<file path="src/hdl/cssg_pkg.sv">
// cssg_pkg: shared types, constants and helper functions for the stencil grid smoother
// depends on nothing; used by cssg_if, cssg_csr, cssg_engine and the top level
`default_nettype none
package cssg_pkg;

   localparam int GRID_EDGE = 32;
   localparam int MAX_DEGREE = 6;
   localparam int CELLS = GRID_EDGE * GRID_EDGE * GRID_EDGE;
   localparam int CELL_BITS = $clog2(CELLS);
   localparam int COORD_BITS = $clog2(GRID_EDGE);
   localparam int NUM_COEF = MAX_DEGREE + 1;
   localparam int NUM_REGS = NUM_COEF + 1;
   localparam int REG_BITS = $clog2(NUM_REGS);

   localparam int CHARGE_W = 32;
   localparam int COEF_W = 32;
   localparam int RECUR_W = 48;
   localparam int ACC_W = RECUR_W + 6;
   localparam int PROD_W = CHARGE_W + COEF_W;

   // sequencer steps within one cell
   localparam int NUM_TAPS = 19;
   localparam int LAST_TAP = NUM_TAPS - 1;
   localparam int ACC_LAST = NUM_TAPS;
   localparam int Z_STEP = NUM_TAPS + 1;
   localparam int WB_STEP = NUM_TAPS + 2;
   localparam int STEP_BITS = $clog2(WB_STEP + 1);

   typedef logic [COORD_BITS-1:0] coord_type;
   typedef logic [CELL_BITS-1:0] addr_type;

   typedef enum logic [1:0] {
      CMD_WRITE = 2'd0,
      CMD_START = 2'd1,
      CMD_READ  = 2'd2,
      CMD_SPARE = 2'd3
   } cmd_type;

   typedef enum logic {
      KIND_READ = 1'b0,
      KIND_DONE = 1'b1
   } kind_type;

   typedef enum logic [REG_BITS-1:0] {
      REG_DEGREE = REG_BITS'(0),
      REG_COEF0  = REG_BITS'(1)
   } reg_index_type;

   typedef enum logic [1:0] {
      OFF_ZERO  = 2'd0,
      OFF_MINUS = 2'd1,
      OFF_PLUS  = 2'd2,
      OFF_NONE  = 2'd3
   } offset_type;

   typedef enum logic [1:0] {
      WT_CENTRE = 2'd0,
      WT_FACE   = 2'd1,
      WT_EDGE   = 2'd2,
      WT_NONE   = 2'd3
   } weight_type;

   typedef struct packed {
      offset_type di;
      offset_type dj;
      offset_type dk;
      weight_type wt;
   } tap_type;

   typedef struct packed {
      logic [2:0] degree;
      logic [NUM_COEF-1:0][COEF_W-1:0] coef;
   } cfg_type;

   // engine access to the charge memory
   typedef struct packed {
      logic busy;
      logic done;
      logic re;
      addr_type raddr;
      logic we;
      addr_type waddr;
      logic [CHARGE_W-1:0] wdata;
   } eng_mem_type;

   function automatic tap_type tap_at(input logic [STEP_BITS-1:0] s);
      tap_type t;
      t = '{OFF_ZERO, OFF_ZERO, OFF_ZERO, WT_CENTRE};
      unique case (s)
         STEP_BITS'(1):  t = '{OFF_MINUS, OFF_ZERO, OFF_ZERO, WT_FACE};
         STEP_BITS'(2):  t = '{OFF_PLUS, OFF_ZERO, OFF_ZERO, WT_FACE};
         STEP_BITS'(3):  t = '{OFF_ZERO, OFF_MINUS, OFF_ZERO, WT_FACE};
         STEP_BITS'(4):  t = '{OFF_ZERO, OFF_PLUS, OFF_ZERO, WT_FACE};
         STEP_BITS'(5):  t = '{OFF_ZERO, OFF_ZERO, OFF_MINUS, WT_FACE};
         STEP_BITS'(6):  t = '{OFF_ZERO, OFF_ZERO, OFF_PLUS, WT_FACE};
         STEP_BITS'(7):  t = '{OFF_MINUS, OFF_MINUS, OFF_ZERO, WT_EDGE};
         STEP_BITS'(8):  t = '{OFF_MINUS, OFF_PLUS, OFF_ZERO, WT_EDGE};
         STEP_BITS'(9):  t = '{OFF_PLUS, OFF_MINUS, OFF_ZERO, WT_EDGE};
         STEP_BITS'(10): t = '{OFF_PLUS, OFF_PLUS, OFF_ZERO, WT_EDGE};
         STEP_BITS'(11): t = '{OFF_MINUS, OFF_ZERO, OFF_MINUS, WT_EDGE};
         STEP_BITS'(12): t = '{OFF_MINUS, OFF_ZERO, OFF_PLUS, WT_EDGE};
         STEP_BITS'(13): t = '{OFF_PLUS, OFF_ZERO, OFF_MINUS, WT_EDGE};
         STEP_BITS'(14): t = '{OFF_PLUS, OFF_ZERO, OFF_PLUS, WT_EDGE};
         STEP_BITS'(15): t = '{OFF_ZERO, OFF_MINUS, OFF_MINUS, WT_EDGE};
         STEP_BITS'(16): t = '{OFF_ZERO, OFF_MINUS, OFF_PLUS, WT_EDGE};
         STEP_BITS'(17): t = '{OFF_ZERO, OFF_PLUS, OFF_MINUS, WT_EDGE};
         STEP_BITS'(18): t = '{OFF_ZERO, OFF_PLUS, OFF_PLUS, WT_EDGE};
         default:        t = '{OFF_ZERO, OFF_ZERO, OFF_ZERO, WT_CENTRE};
      endcase
      return t;
   endfunction

   // periodic neighbor coordinate
   function automatic coord_type wrap(input coord_type c, input offset_type o);
      coord_type r;
      r = c;
      unique case (o)
         OFF_MINUS: r = (c == '0) ? coord_type'(GRID_EDGE - 1) : coord_type'(c - 1'b1);
         OFF_PLUS:  r = (c == coord_type'(GRID_EDGE - 1)) ? '0 : coord_type'(c + 1'b1);
         default:   r = c;
      endcase
      return r;
   endfunction

   function automatic addr_type addr_of(input coord_type i, input coord_type j,
                                        input coord_type k);
      return addr_type'(CELL_BITS'(i) * CELL_BITS'(GRID_EDGE * GRID_EDGE)
                        + CELL_BITS'(j) * CELL_BITS'(GRID_EDGE) + CELL_BITS'(k));
   endfunction

endpackage
`default_nettype wire

</file>
<file path="src/hdl/cssg_if.sv">
// cssg_if: handshake channel interfaces for requests, responses and register writes
// depends on cssg_pkg
`default_nettype none


interface cssg_csr_if;
   logic valid;
   logic ready;
   logic [cssg_pkg::REG_BITS-1:0] index;
   logic [31:0] data;
   modport source(output valid, index, data, input ready);
   modport sink(input valid, index, data, output ready);
endinterface
`default_nettype wire

</file>
<file path="src/hdl/cssg_csr.sv">
// cssg_csr: configuration registers (degree and Chebyshev coefficients)
// depends on cssg_pkg and cssg_if
`default_nettype none
module cssg_csr (
   input  wire logic clock,
   input  wire logic reset,
   cssg_csr_if.sink csr_chan,
   output cssg_pkg::cfg_type cfg
);
   logic [2:0] degree_ff;
   logic [cssg_pkg::NUM_COEF-1:0][cssg_pkg::COEF_W-1:0] coef_ff;

   assign csr_chan.ready = 1'b1;
   assign cfg.degree = degree_ff;
   assign cfg.coef = coef_ff;

   always_ff @(posedge clock) begin
      if (reset) begin
         degree_ff <= 3'd1;
         coef_ff <= '0;
      end else if (csr_chan.valid) begin
         if (csr_chan.index == cssg_pkg::REG_DEGREE) begin
            degree_ff <= csr_chan.data[2:0];
         end else if (csr_chan.index >= cssg_pkg::REG_COEF0) begin
            coef_ff[csr_chan.index - cssg_pkg::REG_COEF0] <= csr_chan.data;
         end
      end
   end
endmodule
`default_nettype wire

</file>
<file path="src/flat_wrapper.sv">
// flat-port wrapper written by rule: the top's interface ports become plain ports
module cssg_csr_flat 
  (clock, reset, cfg, csr_chan_valid, csr_chan_index, csr_chan_data, csr_chan_ready);
  cssg_csr_if csr_chan_i ();
  input  wire logic clock;
  input  wire logic reset;
  output cssg_pkg::cfg_type cfg;
  input wire logic [$bits(csr_chan_i.valid)-1:0] csr_chan_valid;
  input wire logic [$bits(csr_chan_i.index)-1:0] csr_chan_index;
  input wire logic [$bits(csr_chan_i.data)-1:0] csr_chan_data;
  output wire logic [$bits(csr_chan_i.ready)-1:0] csr_chan_ready;
  assign csr_chan_i.valid = csr_chan_valid;
  assign csr_chan_i.index = csr_chan_index;
  assign csr_chan_i.data = csr_chan_data;
  assign csr_chan_ready = csr_chan_i.ready;
  cssg_csr u_core (.clock(clock), .reset(reset), .csr_chan(csr_chan_i), .cfg(cfg));
endmodule
</file>
<file path="config.mk">
export PLATFORM = sky130hd
export DESIGN_NAME = cssg_csr_flat
export DESIGN_NICKNAME = d
export VERILOG_FILES = /design/src/hdl/cssg_pkg.sv /design/src/hdl/cssg_if.sv /design/src/hdl/cssg_csr.sv /design/src/flat_wrapper.sv
export SDC_FILE = /design/constraint.sdc
export NUM_CORES = 1
export LEC_CHECK = 0
export ABC_AREA = 1
export CAP_MARGIN = 20
export CORE_UTILIZATION = 25
export CTS_BUF_LIST = sky130_fd_sc_hd__clkbuf_4
export CTS_CLUSTER_DIAMETER = 120
export CTS_CLUSTER_SIZE = 10
export DETAILED_ROUTE_END_ITERATION = 6
export DONT_BUFFER_PORTS = 1
export HOLD_SLACK_MARGIN = 0.05
export PLACE_DENSITY = 0.36
export SLEW_MARGIN = 20
export SYNTH_ARGS = -nofsm -noshare
export SYNTH_HDL_FRONTEND = slang
export SYNTH_SLANG_ARGS = --single-unit
</file>
<file path="constraint.sdc">
create_clock -name clock -period 1.6 [get_ports clock]
set_input_delay 0.16 -clock clock [delete_from_list [all_inputs] [get_ports clock]]
set_output_delay 0.16 -clock clock [all_outputs]
set_load 0.05 [all_outputs]
</file>
==> metrics.log, run 1 <==
[metrics] static leakage: 0.00504 uW
[metrics] number of slew-limit violations in the final report: 0
[metrics] final setup violating endpoints: 0
[metrics] part of the power in combinational logic: 18.5%
[metrics] floorplan core area: 36600 um^2
[metrics] dominant cells by area after synthesis: dfxtp_1, nor2_1, nand3_1
[metrics] shortest clock period the worst path allows after layout: 1.55 ns
[metrics] Routed WL per cell: between 15 and 20 um
[metrics] fill cell total of the finished layout: just over 4000
[metrics] compound-gate portion of the synthesized area: less than 1%
[metrics] sequential fraction of design power: between 50% and 60%
[metrics] TritonCTS sink count: around 230
[metrics] area share of fa/ha/maj cells after synthesis: less than 1%
[metrics] worst hold slack: roughly 0.14 ns
[metrics] Num CTS Buffers: 26
[metrics] clock insertion delay at the later pin of the skew report: ~0.73 ns
[metrics] number of antenna violations at the first check in global routing: 3
[metrics] internal power: roughly 7400 uW
[metrics] starting utilization of the core area: approximately 25%
[metrics] via count of the first global-routing pass: around 8400
[metrics] average vias per placed instance: roughly 4.5
[metrics] Tcrit/Tclk final: 96.7%
[metrics] Clock Tree Root: clkbuf_4
[metrics] Peak supply drop: roughly 0.44 mV
[metrics] switching component of the power: around 4000 uW
[metrics] mean cell area of the mapped netlist: 7.12 um^2
[metrics] count of final hold-check violations: 0
[metrics] wire length of the first global-routing pass: around 54000 um
[metrics] first-pass detailed-route iteration total: 5
[metrics] clock edge transition at the registers on the reported setup and hold paths: approximately 0.13 ns
[metrics] maximum number of pins on one net before global-route repair: between 50 and 60
[metrics] Synthesis Warnings: 0
[metrics] type of the setup path with the least slack: input pin to flop
[metrics] clock share of power: roughly 25%
[metrics] Site Rows: 70
[metrics] pre-CTS setup slack: -0.301 ns
[metrics] xor and xnor fraction of the mapped netlist area: 0%
[metrics] proportion of layout cells with a drive suffix above 1: 23.4%
[metrics] maximum clock skew at final layout: 0 ns
[metrics] Mapped Cells: roughly 1300
[metrics] sequential area share after synthesis: slightly below 50%
[metrics] port bufs: 0
[metrics] total routing resource utilization after global routing: between 10% and 20%
[metrics] height of the chip: ~190 um
[metrics] simple-gate share of the synthesized area: 41.9%
[metrics] number of routed nets with antenna violations: 0
[metrics] Via Count: 8662
[metrics] count of boundary I/O pins: between 200 and 300
[metrics] buffer levels on the longest clock path: 3
[metrics] largest area contributor in the netlist: dfxtp_1
[metrics] max-slew headroom at the worst pin: 36.9%
[metrics] TritonCTS clock tree: done
[metrics] final routed DRC violation total: 0
[metrics] Worst Tran Pin Value: roughly 0.94 ns
[metrics] die width: approximately 200 um
[metrics] status: completed
[metrics] #FFs+latches synth: between 200 and 250
[metrics] Nets: between 1000 and 1500
[metrics] fraction of synthesized area in multiplexers: 0%
[metrics] final critical-path setup slack: 0.0532 ns
[metrics] placer's final routability congestion estimate: roughly 0.77
[metrics] sort of element at the start of the critical path: input pin
[metrics] layout overhead on the synthesized area: 26.7%
[metrics] upper clock frequency limit: between 0.6 and 0.7 GHz
[metrics] post-synth top area share: ~49%
[metrics] CP arrival: 2.20 ns
[metrics] Worst Path Max Fanout: 24
[metrics] number of max-cap violations: 0
[metrics] post-synth cell types: 23
[metrics] final routed wirelength across all metal layers: roughly 36000 um
[metrics] DRC violation total after the first TritonRoute iteration: slightly above 400
[metrics] Tightest Hold Check Type: input pin to flop
[metrics] area of the die: between 30000 and 40000 um^2
[metrics] register area: 4710 um^2
[metrics] largest family of logic cells by synthesized area: simple AND/OR/NAND/NOR gates
[metrics] Syn Nets: approximately 1300
[metrics] H-tree depth reported by CTS: 1
[metrics] Pwr per Cell Area: between 900 and 1000 nW/um^2
[metrics] setup repair after global routing missed its margin: false
[metrics] final core area utilization: 32.2%
[metrics] post-detailed-placement half-perimeter wirelength: 23700 um
[metrics] Worst Path Required: roughly 2.3 ns
[metrics] multi-input gate area in the final layout: 3990 um^2
[metrics] Net Sw Frac: 35.0%
[metrics] endpoint kind of the worst setup timing path: flop
[metrics] Post-Synthesis Cell Area: slightly above 9000 um^2
[metrics] Congestion Overflow GR: 0
## area by class of cell
cell class              instances  area share [%]
well taps                     468            4.97
clock inverters                 1          0.0425
flip-flops and latches        227            39.9
inverters                      44            1.51
clock buffers                  27            1.72
repair buffers                216            17.9
multi-input cells             941            33.9
diodes                          1          0.0212
## final timing paths
check | startpoint | to | slack (ns) | depth (start not counted)
worst max register to register | u_core.cfg[214] | u_core.cfg[214] | 0.29 | 3
worst min register to register | u_core.cfg[56] | u_core.cfg[56] | 0.49 | 2
worst min-delay path | csr_chan_index[0] | u_core.cfg[98] | 0.14 | 7
worst max-delay path | csr_chan_valid | u_core.cfg[157] | 0.05 | 10
## routing by layer
metal / part of all wire, % / vias to the layer above / wire, um / track usage, %
met2: 47 / 222 / 16900 / 31.6
li1: - / 4358 / - / -
met3: 6.9 / 41 / 2470 / 5.10
met4: 1.5 / 4 / 553 / 4.26
met1: 44 / 4037 / 15900 / 23.7
met5: 0.075 / - / 27 / 0
## cell families (layout without fill, tap and decap cells)
kind of cell    Yosys count  count (layout)
simple gates            932             932
other cells               1               2
flops                   227             227
buf+inv                 137             288
compound gates            5               5
fa+ha+maj                 3               3
## worst max-delay path: stages
cell           delay, ns
dlygate4sd3_1       0.62
nand2_4             0.07
buf_4               0.15
nor2_8              0.13
buf_12              0.15
buf_12              0.17
nand3_1             0.09
nand2_1             0.07
dlygate4sd3_1       0.55
nor2_1              0.04
## state kept, by name, summed over array words and instances, names as in the netlist
signal / cells
u_core.cfg: 224
u_core.degree_ff: 3
## power groups by stage
stage,Clock [uW],Sequential [uW],Combinational (uW)
after global routing,3220,6500,2300
after global placement,0,6570,2010
after detailed placement,0,6570,2010
after floorplan,0,6880,972
after CTS,3030,6470,2120
final,2790,6470,2100
## placed cells by master, fill, tap and decap left out, types with 3 or more instances in the layout
cell type and instances:
dfxtp_2 130, nand2_1 231, dfxtp_1 97, buf_4 131
nor2_4 12, clkbuf_4 27, nand4_1 3, buf_12 27
nor2_1 449, dlygate4sd3_1 55, inv_1 38, ha_1 3
inv_2 4, nand3_1 232
## timing repair
item                                    in CTS  in global routing
cloned                                       0                  0
resized for setup                          130                  5
buffers inserted                             0                  2
pin swaps                                    0                  2
endpoints found under the setup margin     130                 42
hold endpoints to repair                   227                  0
hold buffers                                57                  0
## Yosys cell counts, drive strengths merged
library cell / n
o21ai: 2
a21oi: 2
dfxtp: 227
nand3: 232
nor2: 462
nand2: 235
inv: 44
nand4: 3
buf: 81
o211ai: 1
clkbuf: 12
ha: 3
conb: 1
## through the flow
step	TNS, ns	total power [uW]	instance area, um^2	cells
2_1_floorplan	0	7850	9300	1305
3_3_place_gp	-11.05	8580	10800	1837
3_5_place_dp	-12.41	8580	10800	1837
4_1_cts	0	11600	11800	1922
5_1_grt	0	12000	11800	1925
6_report	0	11400	11800	1925
(Power assumes the default switching activity.)
==> run 2: changes to the inputs <==
- PLACE_DENSITY: 0.36 -> 0.37
==> run 2 against run 1 <==
Sequential cell count is the same; combinational power grew 7%; global-route usage grew 0.62 points; routed wire length grew 4.1%; sequential share of layout area shrank 2.9 points; clock-buffer cell count is the same; clock skew is the same; setup slack lost 0.043 ns; die area is the same; final area grew 8.3%; final cell count grew 4.0%.
==> metrics.log, run 2 (synthesis results as in run 1) <==
[metrics] Worst Path Required: 2.24 ns (was 2.26 ns)
[metrics] clock insertion delay at the later pin of the skew report: 0.74 ns (was 0.73 ns)
[metrics] Placed Instance Area: 10800 um^2 (about the same)
[metrics] Worst Path Max Fanout: 24 (unchanged)
[metrics] final routed wirelength across all metal layers: 37300 um (was 35800 um)
[metrics] sort of element at the start of the critical path: input pin (unchanged)
[metrics] Nets: 1574 (was 1497)
[metrics] via count of the first global-routing pass: 8692 (was 8441)
[metrics] total routing resource utilization after global routing: 19.4% (was 18.8%)
[metrics] Congestion Overflow GR: 0 (unchanged)
[metrics] upper clock frequency limit: 0.629 GHz (was 0.647 GHz)
[metrics] number of flip-flops under the largest register name: 224 (unchanged)
[metrics] type of the setup path with the least slack: input pin to flop (unchanged)
[metrics] CP arrival: 2.23 ns (was 2.20 ns)
[metrics] wire length of the first global-routing pass: 56100 um (was 54200 um)
[metrics] Clock Tree Root: clkbuf_4 (unchanged)
[metrics] multi-input gate area in the final layout: 4000 um^2 (was 3990 um^2)
[metrics] TritonCTS clock tree: done (unchanged)
[metrics] number of slew-limit violations in the final report: 0 (unchanged)
[metrics] port bufs: 0 (unchanged)
[metrics] setup repair after global routing missed its margin: true (was false)
[metrics] starting utilization of the core area: 25.4% (unchanged)
[metrics] count of boundary I/O pins: 266 (unchanged)
[metrics] Routed WL per cell: 18.6 um (about the same)
[metrics] post-detailed-placement half-perimeter wirelength: 23600 um (was 23700 um)
[metrics] buffer levels on the longest clock path: 3 (unchanged)
[metrics] layout overhead on the synthesized area: 37.3% (was 26.7%)
[metrics] average vias per placed instance: 4.53 (was 4.50)
[metrics] Via Count: 9060 (was 8662)
[metrics] maximum clock skew at final layout: 0 ns (unchanged)
[metrics] number of max-cap violations: 0 (unchanged)
[metrics] endpoint kind of the worst setup timing path: flop (unchanged)
[metrics] Tightest Hold Check Type: input pin to flop (unchanged)
[metrics] placer's final routability congestion estimate: 0.738 (was 0.773)
[metrics] height of the chip: 195 um (unchanged)
[metrics] Num CTS Buffers: 26 (unchanged)
[metrics] most common library cell in the layout ignoring fill and taps: nor2_1 (unchanged)
[metrics] Pwr per Cell Area: 911 nW/um^2 (was 964 nW/um^2)
[metrics] fill cell total of the finished layout: 3987 (was 4090)
[metrics] final setup violating endpoints: 0 (unchanged)
[metrics] H-tree depth reported by CTS: 1 (unchanged)
[metrics] TritonCTS sink count: 227 (unchanged)
[metrics] static leakage: 0.00542 uW (was 0.00504 uW)
[metrics] Site Rows: 70 (unchanged)
[metrics] max-slew headroom at the worst pin: 66.3% (was 36.9%)
[metrics] clock edge transition at the registers on the reported setup and hold paths: 0.14 ns (was 0.13 ns)
[metrics] number of routed nets with antenna violations: 0 (unchanged)
[metrics] count of final hold-check violations: 0 (unchanged)
[metrics] first-pass detailed-route iteration total: 5 (unchanged)
[metrics] status: completed (unchanged)
[metrics] number of antenna violations at the first check in global routing: 3 (unchanged)
[metrics] final core area utilization: 34.9% (was 32.2%)
[metrics] shortest clock period the worst path allows after layout: 1.59 ns (was 1.55 ns)
[metrics] post-route cell area: 12800 um^2 (was 11800 um^2)
[metrics] Peak supply drop: 0.399 mV (was 0.443 mV)
[metrics] DRC violation total after the first TritonRoute iteration: 449 (was 414)
[metrics] final routed DRC violation total: 0 (unchanged)
[metrics] floorplan core area: 36600 um^2 (unchanged)
[metrics] die width: 195 um (unchanged)
[metrics] most frequent cells in the layout: nor2_1, nand3_1, nand2_1 (unchanged)
[metrics] maximum number of pins on one net before global-route repair: 49 (was 54)
[metrics] Tcrit/Tclk final: 99.4% (was 96.7%)
[metrics] Worst Tran Pin Value: 0.505 ns (was 0.945 ns)
[metrics] proportion of layout cells with a drive suffix above 1: 22.4% (was 23.4%)
[metrics] final standard cell count with taps included and fillers excluded: 2002 (was 1925)
[metrics] register area: 4720 um^2 (was 4710 um^2)
[metrics] worst hold slack: 0.182 ns (was 0.138 ns)
[metrics] number of cells after detailed placement: 1822 (was 1837)
[metrics] area of the die: 38000 um^2 (unchanged)
run 2: area by class of cell:
cell class | count | area share (%)
Antenna cell | 1 | 0.0196
Clock buffer | 27 | 1.59
Clock inverter | 1 | 0.0392
Inverter | 44 | 1.39
Multi-Input combinational cell | 941 | 31.4
Sequential cell | 227 | 37.0
Tap cell | 468 | 4.59
Timing Repair Buffer | 293 | 24.0
run 2: report_power, final:
group	internal (uW)	switching [uW]
Sequential	5900	615
Combinational	852	1390
Clock	776	2100
run 2: critical path, stage by stage:
cell and delay (ns):
inv_2 0.04, dlygate4sd3_1 0.58, nand2_1 0.12, nor2_4 0.06
nor2_8 0.15, buf_12 0.18, buf_12 0.18, nand3_1 0.09
nand2_1 0.08, nor2_1 0.04, dlygate4sd3_1 0.54
run 2: worst paths after layout:
path	startpoint	end	slack, ns	cells after the start
min reg2reg	u_core.cfg[56]	u_core.cfg[56]	0.49	2
min	csr_chan_index[2]	u_core.cfg[32]	0.18	8
max reg2reg	u_core.cfg[182]	u_core.cfg[182]	0.27	3
max	csr_chan_index[2]	u_core.cfg[170]	0.01	11
run 2: what timing repair did:
action	CTS	global route
hold buffers	145	0
gates cloned	0	1
endpoints found under the setup margin	142	61
buffers inserted	0	6
endpoints found under the hold margin	227	0
pin swaps	0	4
gates resized for setup	142	27
run 2: through the flow:
step	TNS (ns)	total power (uW)	setup slack [ns]
after floorplan	0	7850	0.0698
after global placement	-0.246	8560	-0.0720
after detailed placement	-0.855	8570	-0.0508
after CTS	0	11800	0.00152
after global routing	-0.0186	12200	-0.0101
final	0	11600	0.0103
run 2: routing by layer:
| layer | up-vias | GRT usage (%) | share of wire [%] |
|---|---|---|---|
| met2 | 209 | 32.2 | 47 |
| li1 | 4515 | - | - |
| met4 | 6 | 3.97 | 1.3 |
| met5 | - | 0 | 0.089 |
| met3 | 38 | 5.28 | 6.8 |
| met1 | 4292 | 25.1 | 45 |
